==> config.mk <==
export PLATFORM = sky130hd
export DESIGN_NAME = font_glyph_serpentine_rasterizer_flat
export DESIGN_NICKNAME = d
export VERILOG_FILES = /design/src/fgsr_pkg.sv /design/src/fgsr_req_if.sv /design/src/fgsr_rsp_if.sv /design/src/fgsr_ctrl.sv /design/src/fgsr_datapath.sv /design/src/font_glyph_serpentine_rasterizer.sv /design/src/flat_wrapper.sv
export SDC_FILE = /design/constraint.sdc
export NUM_CORES = 1
export LEC_CHECK = 0
export BUFFER_PORTS_ARGS = -buffer_cell sky130_fd_sc_hd__buf_2
export CAP_MARGIN = 20
export CORE_UTILIZATION = 30
export DETAILED_ROUTE_END_ITERATION = 6
export GPL_ROUTABILITY_DRIVEN = 0
export MAX_ROUTING_LAYER = met4
export PLACE_DENSITY = 0.53
export SYNTH_ARGS = -nofsm -noshare
export SYNTH_HDL_FRONTEND = slang
export SYNTH_SLANG_ARGS = --single-unit
==> constraint.sdc <==
create_clock -name clock -period 6.2 [get_ports clock]
set_input_delay 0.62 -clock clock [delete_from_list [all_inputs] [get_ports clock]]
set_output_delay 0.62 -clock clock [all_outputs]
set_load 0.01 [all_outputs]
==> src/fgsr_pkg.sv <==
// Shared types, constants and the 5x8 font table of the glyph rasterizer.
`default_nettype none

package fgsr_pkg;

   // Glyph geometry
   localparam int GLYPH_W       = 5;
   localparam int GLYPH_H       = 8;
   localparam int GLYPH_BITS    = GLYPH_W * GLYPH_H;
   localparam int GLYPH_COUNT   = 62;
   localparam int GLYPH_IDX_W   = 6;
   localparam int COL_W         = 3;
   localparam int ROW_W         = 3;

   // Field widths
   localparam int CHAR_W        = 8;
   localparam int ORIGIN_X_W    = 7;
   localparam int ORIGIN_Y_W    = 5;
   localparam int PIXEL_INDEX_W = 8;
   localparam int COLOR_W       = 24;
   localparam int POS_W         = 8;

   localparam logic [COLOR_W-1:0] COLOR_RESET = 24'hFF_FFFF;

   // Character ranges
   localparam logic [CHAR_W-1:0] CHAR_DIGIT_LO = 8'h30;   // '0'
   localparam logic [CHAR_W-1:0] CHAR_DIGIT_HI = 8'h39;   // '9'
   localparam logic [CHAR_W-1:0] CHAR_UPPER_LO = 8'h41;   // 'A'
   localparam logic [CHAR_W-1:0] CHAR_UPPER_HI = 8'h5A;   // 'Z'
   localparam logic [CHAR_W-1:0] CHAR_LOWER_LO = 8'h61;   // 'a'
   localparam logic [CHAR_W-1:0] CHAR_LOWER_HI = 8'h7A;   // 'z'
   localparam int               UPPER_BASE    = 10;
   localparam int               LOWER_BASE    = 36;

   // Sequencer commands to the datapath
   typedef struct packed {
      logic load;       // capture the incoming word
      logic step;       // emit the current cell and advance
      logic emit_err;   // emit the error word
   } fgsr_cmd_type;

   // Datapath status to the sequencer
   typedef struct packed {
      logic last_cell;  // current cell is the final glyph cell
      logic unsup;      // captured character has no glyph
      logic out_free;   // output register can take a word this cycle
   } fgsr_status_type;

   typedef struct packed {
      logic                   ok;
      logic [GLYPH_IDX_W-1:0] idx;
   } glyph_sel_type;

   // Map a character code to its glyph number
   function automatic glyph_sel_type glyph_of(input logic [CHAR_W-1:0] ch);
      glyph_sel_type sel;
      sel.ok  = 1'b0;
      sel.idx = '0;
      if (ch >= CHAR_DIGIT_LO && ch <= CHAR_DIGIT_HI) begin
         sel.ok  = 1'b1;
         sel.idx = GLYPH_IDX_W'(ch - CHAR_DIGIT_LO);
      end else if (ch >= CHAR_UPPER_LO && ch <= CHAR_UPPER_HI) begin
         sel.ok  = 1'b1;
         sel.idx = GLYPH_IDX_W'(ch - CHAR_UPPER_LO) + GLYPH_IDX_W'(UPPER_BASE);
      end else if (ch >= CHAR_LOWER_LO && ch <= CHAR_LOWER_HI) begin
         sel.ok  = 1'b1;
         sel.idx = GLYPH_IDX_W'(ch - CHAR_LOWER_LO) + GLYPH_IDX_W'(LOWER_BASE);
      end
      return sel;
   endfunction

   // Font table: one glyph per entry, top row first, leftmost column in the MSB
   function automatic logic [GLYPH_BITS-1:0] font_glyph(input logic [GLYPH_IDX_W-1:0] g);
      logic [GLYPH_BITS-1:0] bits;
      unique case (g)
         6'd0:  bits = {5'h0E, 5'h11, 5'h11, 5'h15, 5'h15, 5'h11, 5'h11, 5'h0E};
         6'd1:  bits = {5'h04, 5'h0C, 5'h04, 5'h04, 5'h04, 5'h04, 5'h04, 5'h0E};
         6'd2:  bits = {5'h0E, 5'h11, 5'h01, 5'h02, 5'h04, 5'h08, 5'h10, 5'h1F};
         6'd3:  bits = {5'h0E, 5'h11, 5'h01, 5'h06, 5'h01, 5'h01, 5'h11, 5'h0E};
         6'd4:  bits = {5'h10, 5'h10, 5'h12, 5'h1F, 5'h02, 5'h02, 5'h02, 5'h02};
         6'd5:  bits = {5'h1F, 5'h10, 5'h1E, 5'h01, 5'h01, 5'h01, 5'h11, 5'h0E};
         6'd6:  bits = {5'h0E, 5'h11, 5'h10, 5'h1E, 5'h11, 5'h11, 5'h11, 5'h0E};
         6'd7:  bits = {5'h1F, 5'h01, 5'h02, 5'h04, 5'h04, 5'h08, 5'h08, 5'h08};
         6'd8:  bits = {5'h0E, 5'h11, 5'h11, 5'h0E, 5'h11, 5'h11, 5'h11, 5'h0E};
         6'd9:  bits = {5'h0E, 5'h11, 5'h11, 5'h11, 5'h0F, 5'h01, 5'h11, 5'h0E};
         6'd10: bits = {5'h04, 5'h0A, 5'h11, 5'h11, 5'h1F, 5'h11, 5'h11, 5'h11};
         6'd11: bits = {5'h1E, 5'h11, 5'h11, 5'h1E, 5'h11, 5'h11, 5'h11, 5'h1E};
         6'd12: bits = {5'h0E, 5'h11, 5'h10, 5'h10, 5'h10, 5'h10, 5'h11, 5'h0E};
         6'd13: bits = {5'h1E, 5'h11, 5'h11, 5'h11, 5'h11, 5'h11, 5'h11, 5'h1E};
         6'd14: bits = {5'h1F, 5'h10, 5'h10, 5'h1E, 5'h10, 5'h10, 5'h10, 5'h1F};
         6'd15: bits = {5'h1F, 5'h10, 5'h10, 5'h1E, 5'h10, 5'h10, 5'h10, 5'h10};
         6'd16: bits = {5'h0E, 5'h11, 5'h10, 5'h17, 5'h11, 5'h11, 5'h11, 5'h0E};
         6'd17: bits = {5'h11, 5'h11, 5'h11, 5'h1F, 5'h11, 5'h11, 5'h11, 5'h11};
         6'd18: bits = {5'h0E, 5'h04, 5'h04, 5'h04, 5'h04, 5'h04, 5'h04, 5'h0E};
         6'd19: bits = {5'h1F, 5'h01, 5'h01, 5'h01, 5'h01, 5'h01, 5'h11, 5'h0E};
         6'd20: bits = {5'h11, 5'h12, 5'h14, 5'h18, 5'h14, 5'h12, 5'h11, 5'h11};
         6'd21: bits = {5'h10, 5'h10, 5'h10, 5'h10, 5'h10, 5'h10, 5'h10, 5'h1F};
         6'd22: bits = {5'h11, 5'h1B, 5'h15, 5'h11, 5'h11, 5'h11, 5'h11, 5'h11};
         6'd23: bits = {5'h11, 5'h19, 5'h15, 5'h13, 5'h11, 5'h11, 5'h11, 5'h11};
         6'd24: bits = {5'h0E, 5'h11, 5'h11, 5'h11, 5'h11, 5'h11, 5'h11, 5'h0E};
         6'd25: bits = {5'h1E, 5'h11, 5'h11, 5'h1E, 5'h10, 5'h10, 5'h10, 5'h10};
         6'd26: bits = {5'h0E, 5'h11, 5'h11, 5'h11, 5'h11, 5'h15, 5'h12, 5'h0D};
         6'd27: bits = {5'h1E, 5'h11, 5'h11, 5'h1E, 5'h11, 5'h11, 5'h11, 5'h11};
         6'd28: bits = {5'h0E, 5'h11, 5'h10, 5'h0E, 5'h01, 5'h01, 5'h11, 5'h0E};
         6'd29: bits = {5'h1F, 5'h04, 5'h04, 5'h04, 5'h04, 5'h04, 5'h04, 5'h04};
         6'd30: bits = {5'h11, 5'h11, 5'h11, 5'h11, 5'h11, 5'h11, 5'h11, 5'h0E};
         6'd31: bits = {5'h11, 5'h11, 5'h11, 5'h0A, 5'h0A, 5'h0A, 5'h04, 5'h04};
         6'd32: bits = {5'h11, 5'h11, 5'h11, 5'h11, 5'h15, 5'h15, 5'h15, 5'h0A};
         6'd33: bits = {5'h11, 5'h0A, 5'h0A, 5'h04, 5'h0A, 5'h0A, 5'h11, 5'h11};
         6'd34: bits = {5'h11, 5'h11, 5'h0A, 5'h0A, 5'h04, 5'h04, 5'h04, 5'h04};
         6'd35: bits = {5'h1F, 5'h01, 5'h02, 5'h04, 5'h08, 5'h10, 5'h10, 5'h1F};
         6'd36: bits = {5'h00, 5'h00, 5'h0E, 5'h01, 5'h0F, 5'h11, 5'h11, 5'h0F};
         6'd37: bits = {5'h10, 5'h10, 5'h10, 5'h1E, 5'h11, 5'h11, 5'h11, 5'h1E};
         6'd38: bits = {5'h00, 5'h00, 5'h0E, 5'h11, 5'h10, 5'h10, 5'h11, 5'h0E};
         6'd39: bits = {5'h01, 5'h01, 5'h01, 5'h0F, 5'h11, 5'h11, 5'h11, 5'h0F};
         6'd40: bits = {5'h00, 5'h00, 5'h0E, 5'h11, 5'h1F, 5'h10, 5'h11, 5'h0E};
         6'd41: bits = {5'h03, 5'h04, 5'h04, 5'h0E, 5'h04, 5'h04, 5'h04, 5'h04};
         6'd42: bits = {5'h00, 5'h00, 5'h0F, 5'h11, 5'h11, 5'h0F, 5'h01, 5'h0E};
         6'd43: bits = {5'h10, 5'h10, 5'h10, 5'h1E, 5'h11, 5'h11, 5'h11, 5'h11};
         6'd44: bits = {5'h00, 5'h04, 5'h00, 5'h0C, 5'h04, 5'h04, 5'h04, 5'h0E};
         6'd45: bits = {5'h02, 5'h00, 5'h06, 5'h02, 5'h02, 5'h02, 5'h12, 5'h0C};
         6'd46: bits = {5'h10, 5'h10, 5'h11, 5'h12, 5'h1C, 5'h14, 5'h12, 5'h11};
         6'd47: bits = {5'h18, 5'h08, 5'h08, 5'h08, 5'h08, 5'h08, 5'h08, 5'h07};
         6'd48: bits = {5'h00, 5'h00, 5'h1E, 5'h15, 5'h15, 5'h15, 5'h15, 5'h15};
         6'd49: bits = {5'h00, 5'h00, 5'h1E, 5'h11, 5'h11, 5'h11, 5'h11, 5'h11};
         6'd50: bits = {5'h00, 5'h00, 5'h0E, 5'h11, 5'h11, 5'h11, 5'h11, 5'h0E};
         6'd51: bits = {5'h00, 5'h00, 5'h1E, 5'h11, 5'h11, 5'h1E, 5'h10, 5'h10};
         6'd52: bits = {5'h00, 5'h00, 5'h0F, 5'h11, 5'h11, 5'h0F, 5'h01, 5'h01};
         6'd53: bits = {5'h00, 5'h00, 5'h16, 5'h18, 5'h10, 5'h10, 5'h10, 5'h10};
         6'd54: bits = {5'h00, 5'h00, 5'h0E, 5'h11, 5'h08, 5'h06, 5'h11, 5'h0E};
         6'd55: bits = {5'h00, 5'h04, 5'h1F, 5'h04, 5'h04, 5'h04, 5'h04, 5'h03};
         6'd56: bits = {5'h00, 5'h00, 5'h11, 5'h11, 5'h11, 5'h11, 5'h11, 5'h0F};
         6'd57: bits = {5'h00, 5'h00, 5'h11, 5'h11, 5'h0A, 5'h0A, 5'h04, 5'h04};
         6'd58: bits = {5'h00, 5'h00, 5'h11, 5'h11, 5'h11, 5'h15, 5'h15, 5'h0A};
         6'd59: bits = {5'h00, 5'h00, 5'h00, 5'h11, 5'h0A, 5'h04, 5'h0A, 5'h11};
         6'd60: bits = {5'h00, 5'h00, 5'h11, 5'h11, 5'h0A, 5'h04, 5'h08, 5'h10};
         6'd61: bits = {5'h00, 5'h00, 5'h1F, 5'h02, 5'h04, 5'h08, 5'h10, 5'h1F};
         default: bits = '0;
      endcase
      return bits;
   endfunction

endpackage

`default_nettype wire

==> src/fgsr_req_if.sv <==
// Request channel: one character word with its glyph origin.
`default_nettype none

interface fgsr_req_if import fgsr_pkg::*; ();
   logic                         valid;
   logic                         ready;
   logic [CHAR_W-1:0]            char_code;
   logic signed [ORIGIN_X_W-1:0] origin_x;
   logic signed [ORIGIN_Y_W-1:0] origin_y;

   modport source (output valid, char_code, origin_x, origin_y, input ready);
   modport sink   (input valid, char_code, origin_x, origin_y, output ready);
endinterface

`default_nettype wire

==> src/fgsr_rsp_if.sv <==
// Response channel: one glyph cell word.
`default_nettype none

interface fgsr_rsp_if import fgsr_pkg::*; ();
   logic                     valid;
   logic                     ready;
   logic                     write_enable;
   logic [PIXEL_INDEX_W-1:0] pixel_index;
   logic [COLOR_W-1:0]       pixel_color;
   logic                     unsupported;
   logic                     last;

   modport source (output valid, write_enable, pixel_index, pixel_color, unsupported, last,
                   input ready);
   modport sink   (input valid, write_enable, pixel_index, pixel_color, unsupported, last,
                   output ready);
endinterface

`default_nettype wire

==> src/fgsr_ctrl.sv <==
// Sequencer state machine: accepts a character and steps through its glyph cells.
`default_nettype none

module fgsr_ctrl import fgsr_pkg::*; (
   input  wire logic            clock,
   input  wire logic            reset,
   input  wire logic            req_valid,
   output logic                 req_ready,
   output fgsr_cmd_type         cmd,
   input  wire fgsr_status_type status
);

   localparam logic ST_IDLE = 1'b0;
   localparam logic ST_RUN  = 1'b1;

   logic state_ff;
   logic state_in;

   // Take a new word only between characters
   assign req_ready = (state_ff == ST_IDLE);

   // Issue commands and pick the next state
   always_comb begin
      cmd      = '0;
      state_in = state_ff;
      unique case (state_ff)
         ST_IDLE: begin
            if (req_valid) begin
               cmd.load = 1'b1;
               state_in = ST_RUN;
            end
         end
         ST_RUN: begin
            if (status.out_free) begin
               if (status.unsup) begin
                  cmd.emit_err = 1'b1;
                  state_in     = ST_IDLE;
               end else begin
                  cmd.step = 1'b1;
                  if (status.last_cell) begin
                     state_in = ST_IDLE;
                  end
               end
            end
         end
         default: state_in = ST_IDLE;
      endcase
   end

   always_ff @(posedge clock) begin
      if (reset) begin
         state_ff <= ST_IDLE;
      end else begin
         state_ff <= state_in;
      end
   end

endmodule

`default_nettype wire

==> src/fgsr_datapath.sv <==
// Datapath: captured glyph, cell counters, matrix addressing and output register.
`default_nettype none

module fgsr_datapath import fgsr_pkg::*; #(
   parameter int MATRIX_HEIGHT = 8,
   parameter int MATRIX_WIDTH  = 32
) (
   input  wire logic                         clock,
   input  wire logic                         reset,
   input  wire fgsr_cmd_type                 cmd,
   output fgsr_status_type                   status,
   input  wire logic [CHAR_W-1:0]            req_char_code,
   input  wire logic signed [ORIGIN_X_W-1:0] req_origin_x,
   input  wire logic signed [ORIGIN_Y_W-1:0] req_origin_y,
   input  wire logic                         csr_we,
   input  wire logic [COLOR_W-1:0]           csr_wdata,
   output logic                              rsp_valid,
   input  wire logic                         rsp_ready,
   output logic                              rsp_write_enable,
   output logic [PIXEL_INDEX_W-1:0]          rsp_pixel_index,
   output logic [COLOR_W-1:0]                rsp_pixel_color,
   output logic                              rsp_unsupported,
   output logic                              rsp_last
);

   localparam int AREA_W = $clog2(MATRIX_WIDTH * MATRIX_HEIGHT);
   localparam int PROD_W = (AREA_W > PIXEL_INDEX_W) ? AREA_W : PIXEL_INDEX_W;

   // Captured item
   logic [GLYPH_BITS-1:0] glyph_ff,  glyph_in;
   logic                  unsup_ff,  unsup_in;
   logic [ORIGIN_X_W-1:0] ox_ff,     ox_in;
   logic [ORIGIN_Y_W-1:0] oy_ff,     oy_in;
   logic [COL_W-1:0]      col_ff,    col_in;
   logic [ROW_W-1:0]      row_ff,    row_in;
   logic [COLOR_W-1:0]    color_ff,  color_in;

   // Output register
   logic                     out_valid_ff, out_valid_in;
   logic                     out_we_ff,    out_we_in;
   logic [PIXEL_INDEX_W-1:0] out_idx_ff,   out_idx_in;
   logic [COLOR_W-1:0]       out_color_ff, out_color_in;
   logic                     out_unsup_ff, out_unsup_in;
   logic                     out_last_ff,  out_last_in;

   glyph_sel_type         sel;
   logic                  last_col;
   logic [POS_W-1:0]      x_pos;
   logic [POS_W-1:0]      y_pos;
   logic                  x_on;
   logic                  y_on;
   logic                  lit;
   logic                  cell_we;
   logic [PROD_W-1:0]     x_base;
   logic [PROD_W-1:0]     y_off;
   logic [PROD_W-1:0]     idx_full;

   assign sel      = glyph_of(req_char_code);
   assign last_col = (col_ff == COL_W'(GLYPH_W - 1));

   // Capture the word, then advance one cell per step
   always_comb begin
      glyph_in = glyph_ff;
      unsup_in = unsup_ff;
      ox_in    = ox_ff;
      oy_in    = oy_ff;
      col_in   = col_ff;
      row_in   = row_ff;
      if (cmd.load) begin
         glyph_in = font_glyph(sel.idx);
         unsup_in = !sel.ok;
         ox_in    = req_origin_x;
         oy_in    = req_origin_y;
         col_in   = '0;
         row_in   = '0;
      end else if (cmd.step) begin
         glyph_in = {glyph_ff[GLYPH_BITS-2:0], 1'b0};
         if (last_col) begin
            col_in = '0;
            row_in = row_ff + 1'b1;
         end else begin
            col_in = col_ff + 1'b1;
         end
      end
   end

   // Matrix position of the current cell
   assign x_pos = {{(POS_W - ORIGIN_X_W){ox_ff[ORIGIN_X_W-1]}}, ox_ff}
                + {{(POS_W - COL_W){1'b0}}, col_ff};
   assign y_pos = {{(POS_W - ORIGIN_Y_W){oy_ff[ORIGIN_Y_W-1]}}, oy_ff}
                + {{(POS_W - ROW_W){1'b0}}, row_ff};
   assign x_on  = !x_pos[POS_W-1] && ({1'b0, x_pos[POS_W-2:0]} < POS_W'(MATRIX_WIDTH));
   assign y_on  = !y_pos[POS_W-1] && ({1'b0, y_pos[POS_W-2:0]} < POS_W'(MATRIX_HEIGHT));
   assign lit   = glyph_ff[GLYPH_BITS-1];
   assign cell_we = lit && x_on && y_on;

   // Serpentine column-major index; odd columns run bottom to top
   assign x_base = PROD_W'(x_pos[POS_W-2:0]) * PROD_W'(MATRIX_HEIGHT);
   assign y_off  = x_pos[0] ? (PROD_W'(MATRIX_HEIGHT - 1) - PROD_W'(y_pos[POS_W-2:0]))
                            : PROD_W'(y_pos[POS_W-2:0]);
   assign idx_full = x_base + y_off;

   // Load the output register on a step or error, drop it once taken
   always_comb begin
      out_valid_in = out_valid_ff;
      out_we_in    = out_we_ff;
      out_idx_in   = out_idx_ff;
      out_color_in = out_color_ff;
      out_unsup_in = out_unsup_ff;
      out_last_in  = out_last_ff;
      if (cmd.step) begin
         out_valid_in = 1'b1;
         out_we_in    = cell_we;
         out_idx_in   = cell_we ? idx_full[PIXEL_INDEX_W-1:0] : '0;
         out_color_in = color_ff;
         out_unsup_in = 1'b0;
         out_last_in  = last_col && (row_ff == ROW_W'(GLYPH_H - 1));
      end else if (cmd.emit_err) begin
         out_valid_in = 1'b1;
         out_we_in    = 1'b0;
         out_idx_in   = '0;
         out_color_in = '0;
         out_unsup_in = 1'b1;
         out_last_in  = 1'b1;
      end else if (rsp_ready) begin
         out_valid_in = 1'b0;
      end
   end

   // Hold the draw color
   assign color_in = csr_we ? csr_wdata : color_ff;

   always_ff @(posedge clock) begin
      if (reset) begin
         out_valid_ff <= 1'b0;
         color_ff     <= COLOR_RESET;
      end else begin
         out_valid_ff <= out_valid_in;
         color_ff     <= color_in;
      end
   end

   always_ff @(posedge clock) begin
      glyph_ff     <= glyph_in;
      unsup_ff     <= unsup_in;
      ox_ff        <= ox_in;
      oy_ff        <= oy_in;
      col_ff       <= col_in;
      row_ff       <= row_in;
      out_we_ff    <= out_we_in;
      out_idx_ff   <= out_idx_in;
      out_color_ff <= out_color_in;
      out_unsup_ff <= out_unsup_in;
      out_last_ff  <= out_last_in;
   end

   assign status.last_cell = last_col && (row_ff == ROW_W'(GLYPH_H - 1));
   assign status.unsup     = unsup_ff;
   assign status.out_free  = !out_valid_ff || rsp_ready;

   assign rsp_valid        = out_valid_ff;
   assign rsp_write_enable = out_we_ff;
   assign rsp_pixel_index  = out_idx_ff;
   assign rsp_pixel_color  = out_color_ff;
   assign rsp_unsupported  = out_unsup_ff;
   assign rsp_last         = out_last_ff;

endmodule

`default_nettype wire

==> src/font_glyph_serpentine_rasterizer.sv <==
// Top level of the 5x8 glyph rasterizer for a serpentine LED matrix.
`default_nettype none

// Draws one character at a time. A request word carries a character code and a
// signed top-left origin; digits, upper-case and lower-case letters produce 40
// response words, one per glyph cell, rows top to bottom and columns left to
// right, with last set on the fortieth. Any other code produces a single word
// with unsupported and last set. The font entry is read once when the word is
// accepted; the sequencer then emits one cell per clock while the response side
// is ready, and waits while the response side stalls, also before the error
// word of an unsupported code. A new request is taken
// once the last word of the previous character sits in the output register.
// write_enable marks lit cells on the MATRIX_WIDTH x MATRIX_HEIGHT matrix, and
// pixel_index is the column-major serpentine address (odd columns bottom to
// top), low 8 bits. csr_wdata sets the 24-bit draw color; write it only while
// idle, as the block itself does not enforce this. It resets to white.
module font_glyph_serpentine_rasterizer import fgsr_pkg::*; #(
   parameter int MATRIX_HEIGHT = 8,
   parameter int MATRIX_WIDTH  = 32
) (
   input  wire logic               clock,
   input  wire logic               reset,
   fgsr_req_if.sink                req_ch,
   fgsr_rsp_if.source              rsp_ch,
   input  wire logic               csr_we,
   input  wire logic [COLOR_W-1:0] csr_wdata
);

   fgsr_cmd_type    cmd;
   fgsr_status_type status;

   fgsr_ctrl u_ctrl (
      .clock     (clock),
      .reset     (reset),
      .req_valid (req_ch.valid),
      .req_ready (req_ch.ready),
      .cmd       (cmd),
      .status    (status)
   );

   fgsr_datapath #(
      .MATRIX_HEIGHT (MATRIX_HEIGHT),
      .MATRIX_WIDTH  (MATRIX_WIDTH)
   ) u_datapath (
      .clock            (clock),
      .reset            (reset),
      .cmd              (cmd),
      .status           (status),
      .req_char_code    (req_ch.char_code),
      .req_origin_x     (req_ch.origin_x),
      .req_origin_y     (req_ch.origin_y),
      .csr_we           (csr_we),
      .csr_wdata        (csr_wdata),
      .rsp_valid        (rsp_ch.valid),
      .rsp_ready        (rsp_ch.ready),
      .rsp_write_enable (rsp_ch.write_enable),
      .rsp_pixel_index  (rsp_ch.pixel_index),
      .rsp_pixel_color  (rsp_ch.pixel_color),
      .rsp_unsupported  (rsp_ch.unsupported),
      .rsp_last         (rsp_ch.last)
   );

   // An accepted word blocks a new word in the cycle after it
   a_accept_blocks: assert property (@(posedge clock) disable iff (reset)
      (req_ch.valid && req_ch.ready) |=> !req_ch.ready)
      else $error("request accepted twice in a row");

   // Error word is alone and never writes
   a_err_word: assert property (@(posedge clock) disable iff (reset)
      (rsp_ch.valid && rsp_ch.unsupported) |-> (rsp_ch.last && !rsp_ch.write_enable))
      else $error("unsupported word malformed");

   // Sequencer only emits into a free output register
   a_emit_free: assert property (@(posedge clock) disable iff (reset)
      (cmd.step || cmd.emit_err) |-> status.out_free)
      else $error("output register overwritten");

   // Commands never overlap
   a_cmd_onehot: assert property (@(posedge clock) disable iff (reset)
      $onehot0(cmd))
      else $error("conflicting datapath commands");

endmodule

`default_nettype wire
==> src/flat_wrapper.sv <==
// flat-port wrapper written by rule: the top's interface ports become plain ports
module font_glyph_serpentine_rasterizer_flat import fgsr_pkg::*;
#(
   parameter int MATRIX_HEIGHT = 8,
   parameter int MATRIX_WIDTH  = 32
)
  (clock, reset, csr_we, csr_wdata, req_ch_valid, req_ch_char_code, req_ch_origin_x, req_ch_origin_y, req_ch_ready, rsp_ch_valid, rsp_ch_write_enable, rsp_ch_pixel_index, rsp_ch_pixel_color, rsp_ch_unsupported, rsp_ch_last, rsp_ch_ready);
  fgsr_req_if req_ch_i ();
  fgsr_rsp_if rsp_ch_i ();
  input  wire logic clock;
  input  wire logic reset;
  input  wire logic csr_we;
  input  wire logic [COLOR_W-1:0] csr_wdata;
  input wire logic [$bits(req_ch_i.valid)-1:0] req_ch_valid;
  input wire logic [$bits(req_ch_i.char_code)-1:0] req_ch_char_code;
  input wire logic [$bits(req_ch_i.origin_x)-1:0] req_ch_origin_x;
  input wire logic [$bits(req_ch_i.origin_y)-1:0] req_ch_origin_y;
  output wire logic [$bits(req_ch_i.ready)-1:0] req_ch_ready;
  output wire logic [$bits(rsp_ch_i.valid)-1:0] rsp_ch_valid;
  output wire logic [$bits(rsp_ch_i.write_enable)-1:0] rsp_ch_write_enable;
  output wire logic [$bits(rsp_ch_i.pixel_index)-1:0] rsp_ch_pixel_index;
  output wire logic [$bits(rsp_ch_i.pixel_color)-1:0] rsp_ch_pixel_color;
  output wire logic [$bits(rsp_ch_i.unsupported)-1:0] rsp_ch_unsupported;
  output wire logic [$bits(rsp_ch_i.last)-1:0] rsp_ch_last;
  input wire logic [$bits(rsp_ch_i.ready)-1:0] rsp_ch_ready;
  assign req_ch_i.valid = req_ch_valid;
  assign req_ch_i.char_code = req_ch_char_code;
  assign req_ch_i.origin_x = req_ch_origin_x;
  assign req_ch_i.origin_y = req_ch_origin_y;
  assign req_ch_ready = req_ch_i.ready;
  assign rsp_ch_valid = rsp_ch_i.valid;
  assign rsp_ch_write_enable = rsp_ch_i.write_enable;
  assign rsp_ch_pixel_index = rsp_ch_i.pixel_index;
  assign rsp_ch_pixel_color = rsp_ch_i.pixel_color;
  assign rsp_ch_unsupported = rsp_ch_i.unsupported;
  assign rsp_ch_last = rsp_ch_i.last;
  assign rsp_ch_i.ready = rsp_ch_ready;
  font_glyph_serpentine_rasterizer #(.MATRIX_HEIGHT(MATRIX_HEIGHT), .MATRIX_WIDTH(MATRIX_WIDTH)) u_core (.clock(clock), .reset(reset), .req_ch(req_ch_i), .rsp_ch(rsp_ch_i), .csr_we(csr_we), .csr_wdata(csr_wdata));
endmodule
==> flow_summary.toml, run 1 <==
[status]
status = "completed"

[route]
dr_wl_met3_um = 2905
ant_nets = 0
wl_met2_um = 11080
drt-pass1-iter-count = 7
maxUsedRoutingLayer = "met4"
avgViaCountPerCell = 5.894
drtIter0Drc = 1111
wl_per_cell_um = 20.01
met1_length_um = 10640
dr_total_vias = 7615
drc = 0
routed_wirelength_um = 25850

[power]
p_clk_share_pct = 38.4
share_comb_of_total_power_pct = 25.3
pwr-share-seq_pct = 36.2
power.leakage_uw = 0.003541
p_per_area_nw_per_um2 = 282.1
ir_drop_mv = 0.1603
switching_power_uw = 890.3
p_int_uw = 1783
netSwitchingFraction_pct = 33.30

[layout]
syn_to_final_growth_pct = 15.88
diodes = 0
fin_util_pct = 35.26
final_nets = 1021
drive_gt1_share_pct = 18.30

[clock_network]
numCtsBuffers = 17
cts_tree = "yes"
cts-root-buf = "clkbuf_16"
clkLatencyLatePin_ns = 0.42
cts.path.max_buffers = 2
cts.htree.levels = 4
post_cts_resized = 0
cts_hold_buf = 0
clk_pin_slew_ns = 0.07
clock_sinks = 120
post_cts_buffers = 0

[grt]
grtUsageTotal_pct = 19.09
grt_pass1_vias = 7245
overflow = 0
grt_pass1_wl_um = 40650
grt_max_degree = 49
antenna_found_initial = 0

[sta]
fin_crit_ns = 5.039
hold_viol_final = 0
rsz0062_at_grt = "no"
setup-violations-final = 0
drv_slew = 0
timing.fmax_mhz = 198.5
fin_ws_ns = 1.161
slew_headroom_pct = 40.89
hold_ws_ns = 0.3760
fin_skew_ns = 0.01079
worst_pin_slew_ns = 0.8866
post-route-period-util_pct = 81.27
setup_tns_ns = 0

[yosys]
avgSynthCellArea_um2 = 9.189
yosys.area.top_type = "edfxtp_1"
netlist.area_leader.share_pct = 31.95
syn-num-nets = 973
yosys_warnings = 0
async_reset_ff_share_pct = 0
ys_ff_latch = 120
synth_edf_count = 87
synth.area.top_cells = "edfxtp_1 (32%), dfxtp_1 (8.1%), ha_1 (4.7%)"
synth_ff_type = "edfxtp_1"
synth_cell_types = 82
syn-cell-area_um2 = 8178
synthCells = 890
synth-seq-area-share_pct = 40.02

[floorplan]
dieArea_um2 = 27920
fp.coreArea_um2 = 26880
die_h_um = 167.1
fp.dieW_um = 167.1
ios = 86
placementRows = 60
start_util_pct = 30.43

[critical_path]
path_cells = "buf_2 -> inv_1 -> ha_1 -> or4b_4 -> o22ai_4 -> a21oi_1 -> a22oi_1 -> nand2_2 -> ha_1 -> clkinv_1 -> a211oi_1 -> a211oi_1 -> o21a_1 -> a2111oi_0 -> a21oi_1"
slowest_stage = "ha_1"
start_kind = "primary input"
cp_max_fo = 21
worst_ep_arrival_time_ns = 5.20
worst_setup_path_end_kind = "flip-flop"
critPathKind = "primary input to flip-flop"
worst_path_largest_cell_delay_ns = 0.73
crit_required_ns = 6.36

[min_path]
hold_class = "primary input to flip-flop"

[place]
preCtsSetupSlack_ns = 0.8486
dpl.hpwl_um = 17520
portBuffers = 85

[flow_run]
maxCapViolations = 0
## through the flow
step | std cells | total power, µW | area (µm²)
after detailed placement | 1260 | 1636 | 8867
final | 1292 | 2674 | 9477
after CTS | 1292 | 2672 | 9477
after global routing | 1292 | 2780 | 9477
after floorplan | 890 | 1442 | 8178
after global placement | 1260 | 1644 | 8867
## final timing paths
path                                            start                                            endpoint  slack [ns]  depth (start not counted)
max                               req_ch_char_code[0]            u_core.u_datapath.glyph_ff[23]$_DFFE_PP_        1.16                         15
min reg2reg         u_core.u_ctrl.state_ff$_SDFF_PP0_                   u_core.u_ctrl.state_ff$_SDFF_PP0_        0.49                          2
max reg2reg  u_core.u_datapath.row_ff[0]$_SDFFE_PP0P_  u_core.u_datapath.rsp_pixel_index[7]$_SDFFCE_PN0P_        2.75                         14
min                                req_ch_origin_y[4]                u_core.u_datapath.oy_ff[4]$_DFFE_PP_        0.38                          1
## power by group through the flow
stage                     combinational (µW)  clock [µW]  sequential, µW
final                                    678        1030             969
after global routing                     723        1080             977
after CTS                                653        1050             970
after detailed placement                 649           0             986
after global placement                   659           0             985
after floorplan                          455           0             988
## layer usage
layer | GRT usage, % | vias up
met3 | 5.672 | 116
met5 | - | -
met2 | 27.87 | 557
met1 | 23.92 | 3490
li1 | - | 3452
met4 | 9.420 | 0
## Yosys cell counts (all sizes together), types with 8 or more instances
master  instances
a211o          28
a211oi         13
a21o            8
a21oi          76
a221oi         10
a31oi          23
a32oi           8
and2           27
buf            44
clkbuf         36
dfxtp          33
edfxtp         87
ha             31
inv            24
mux2i           9
nand2          68
nand3          24
nor2           85
nor2b          28
nor3           18
o211ai         16
o21ai          55
o221ai         12
o22ai           8
xnor2          18
## cell families after synthesis
family          after synthesis  share of synthesized area (%)
mux                          12                          1.515
simple gates                277                          16.63
compound gates              320                          28.06
flops                       120                          40.02
buf+inv                     105                          5.844
xor+xnor                     22                          2.448
fa+ha+maj                    34                          5.477
## registers in the layout (all words and copies together), names as in the netlist, 3 cells and up
| signal | cells |
|---|---|
| u_core.u_datapath.oy_ff | 5 |
| u_core.u_datapath.color_ff | 24 |
| u_core.u_datapath.row_ff | 3 |
| u_core.u_datapath.rsp_pixel_index | 8 |
| u_core.u_datapath.rsp_pixel_color | 24 |
| u_core.u_datapath.glyph_ff | 40 |
| u_core.u_datapath.col_ff | 3 |
| u_core.u_datapath.ox_ff | 7 |
## worst max-delay path, delay by kind of cell
kind            cells  cell delay, ns
simple gates        2            0.87
fa+ha+maj           2            0.99
compound gates      8            2.00
buf+inv             3            0.71
## placed cells by master, fill, tap and decap left out, types with 23 or more instances in the layout
cell	instances
nand2_1	63
o21ai_0	43
inv_1	23
buf_2	85
buf_4	24
ha_1	31
nor2b_1	28
a21oi_1	74
nor2_1	84
nand3_1	24
edfxtp_1	87
and2_1	27
dfxtp_1	33
a211o_1	28
## area by class of cell
class                   instances  area [µm²]
repair buffers                109       605.6
well taps                     341       426.7
flip-flops and latches        120        3273
clock buffers                  17       425.4
multi-input cells             665        4468
inverters                      25       93.84
fillers                      2725       17400
clock inverters                15       183.9
(Power assumes the default switching activity.)
==> run 2: changes to the inputs <==
==> constraint.sdc (replaced) <==
create_clock -name clock -period 4.8 [get_ports clock]
set_input_delay 0.48 -clock clock [delete_from_list [all_inputs] [get_ports clock]]
set_output_delay 0.48 -clock clock [all_outputs]
set_load 0.01 [all_outputs]
==> run 2 against run 1 <==
Against the previous run: critical path depth rose by 1; combinational power grew 35%; register-to-register slack worse by 1.4 ns; setup slack lost 0.41 ns; sequential power grew 29%; clock-buffer cell count unchanged; core utilization grew 0.54 points; cell area up 1.5%.
==> flow_summary.toml, run 2 (synthesized netlist as in run 1, its figures left out) <==
[status]
status = "completed"

[critical_path]
crit_required_ns = 4.97
worst_ep_arrival_time_ns = 4.22
critPathKind = "primary input to flip-flop"
ff2ff_path_depth = 14
cp_max_fo = 15
slowest_stage = "or4b_4"
start_kind = "primary input"
worst_setup_path_end_kind = "flip-flop"
rrSetupSlack_ns = 1.34
path_cells = "buf_2 -> inv_1 -> ha_1 -> or4b_4 -> o22ai_4 -> a21oi_1 -> a22oi_1 -> nand2_2 -> buf_4 -> ha_1 -> buf_4 -> or2_2 -> o21ai_0 -> o21ai_0 -> a221oi_1 -> o22ai_1"
worst_path_largest_cell_delay_ns = 0.53

[sta]
drv_slew = 0
setup-violations-final = 0
timing.fmax_mhz = 247.2
hold_ws_ns = 0.2252
slew_headroom_pct = 44.56
post-route-period-util_pct = 84.29
fin_crit_ns = 4.046
setup_tns_ns = 0
hold_viol_final = 0
fin_skew_ns = 0.01078
rsz0062_at_grt = "no"
worst_pin_slew_ns = 0.8285

[clock_network]
cts_tree = "yes"
clock_sinks = 120
clk_pin_slew_ns = 0.06
cts-root-buf = "clkbuf_16"
cts.htree.levels = 4
post_cts_buffers = 0
cts_hold_buf = 0
cts.path.max_buffers = 2
numCtsBuffers = 17
clkLatencyLatePin_ns = 0.43
post_cts_resized = 0

[layout]
layout_commonest_cell = "edfxtp_1"
largest_reg_flops = 40
multi_input_area_um2 = 4468
drive_gt1_share_pct = 20.23
fillCellCount = 2687
diodes = 0
top_register = "u_core.u_datapath.glyph_ff"
final_cell_mix = "edfxtp_1 (87), buf_2 (85), nor2_1 (84)"
final_nets = 1044
syn_to_final_growth_pct = 17.64
regArea_um2 = 3273

[grt]
grt_pass1_wl_um = 41610
grt_max_degree = 49
grtUsageTotal_pct = 19.64
antenna_found_initial = 0
overflow = 0
grt_pass1_vias = 7433

[flow_run]
maxCapViolations = 0

[floorplan]
die_h_um = 167.1
fp.coreArea_um2 = 26880
ios = 86
dieArea_um2 = 27920
fp.dieW_um = 167.1
placementRows = 60
start_util_pct = 30.43

[route]
drc = 0
dr_total_vias = 7776
avgViaCountPerCell = 5.913
routed_wirelength_um = 26540
drtIter0Drc = 1138
wl_per_cell_um = 20.18
ant_nets = 0
drt-pass1-iter-count = 7

[place]
dpl.hpwl_um = 18170
portBuffers = 85

[min_path]
hold_class = "primary input to flip-flop"
hold_depth = 1

[power]
ir_drop_mv = 0.2205
power.leakage_uw = 0.003639
p_per_area_nw_per_um2 = 356.5
==> run 2: cell count changes in the layout (fill, tap and decap cells not counted) <==
cell / previous run / this run
bufinv_16: 2 / 0
buf_6: 0 / 1
clkinv_8: 0 / 1
clkinv_4: 2 / 3
inv_8: 5 / 6
buf_4: 24 / 46
inv_6: 4 / 3
==> run 2: layer usage <==
metal | GRT usage [%] | wire length [µm] | vias to the layer above | share of wire, %
met5 | - | 0 | - | 0
met4 | 11.23 | 1360 | 0 | 5.1
met3 | 6.381 | 3225 | 150 | 12
met2 | 27.71 | 11120 | 554 | 42
met1 | 24.50 | 10830 | 3577 | 41
li1 | - | - | 3495 | -
==> run 2: worst max-delay path: cells and delay by family <==
kind / cells / cell delay, ns
simple gates: 3 / 1.06
fa+ha+maj: 2 / 0.51
buf+inv: 4 / 0.72
compound gates: 7 / 1.42
==> run 2: power by group <==
group	switching, µW	leakage, µW	internal (µW)
registers	31.3	0.00112	1220
logic	596	0.00224	318
clock network	572	0.000279	691
total	1200	0.00364	2230
==> run 2: worst paths after layout <==
| path | startpoint | end |
|---|---|---|
| worst min register to register | u_core.u_ctrl.state_ff$_SDFF_PP0_ | u_core.u_ctrl.state_ff$_SDFF_PP0_ |
| worst max-delay path | req_ch_char_code[0] | u_core.u_datapath.glyph_ff[9]$_DFFE_PP_ |
| worst min-delay path | req_ch_origin_x[1] | u_core.u_datapath.ox_ff[1]$_DFFE_PP_ |
| worst max register to register | u_core.u_datapath.row_ff[0]$_SDFFE_PP0P_ | u_core.u_datapath.rsp_pixel_index[7]$_SDFFCE_PN0P_ |
==> run 2: final cells by class <==
class | instances | share of cell area [%]
multi-input combinational | 665 | 46.44
timing repair buffer | 132 | 8.128
clock inverter | 15 | 1.574
tap | 341 | 4.435
clock buffer | 17 | 4.422
inverter | 25 | 0.9754
sequential | 120 | 34.02
==> run 2: metrics by stage <==
stage | instances | area (µm²) | worst slack [ns] | util, % | total power, µW
final | 1315 | 9620 | 0.7542 | 35.80 | 3430
after global routing | 1315 | 9620 | 0.5466 | 35.80 | 3566
after CTS | 1314 | 9609 | 0.8295 | 35.75 | 3418
after detailed placement | 1282 | 9032 | 0.3840 | 33.61 | 2148
after global placement | 1282 | 9032 | 0.4931 | 33.61 | 2163
after floorplan | 890 | 8178 | 0.2169 | - | 1863
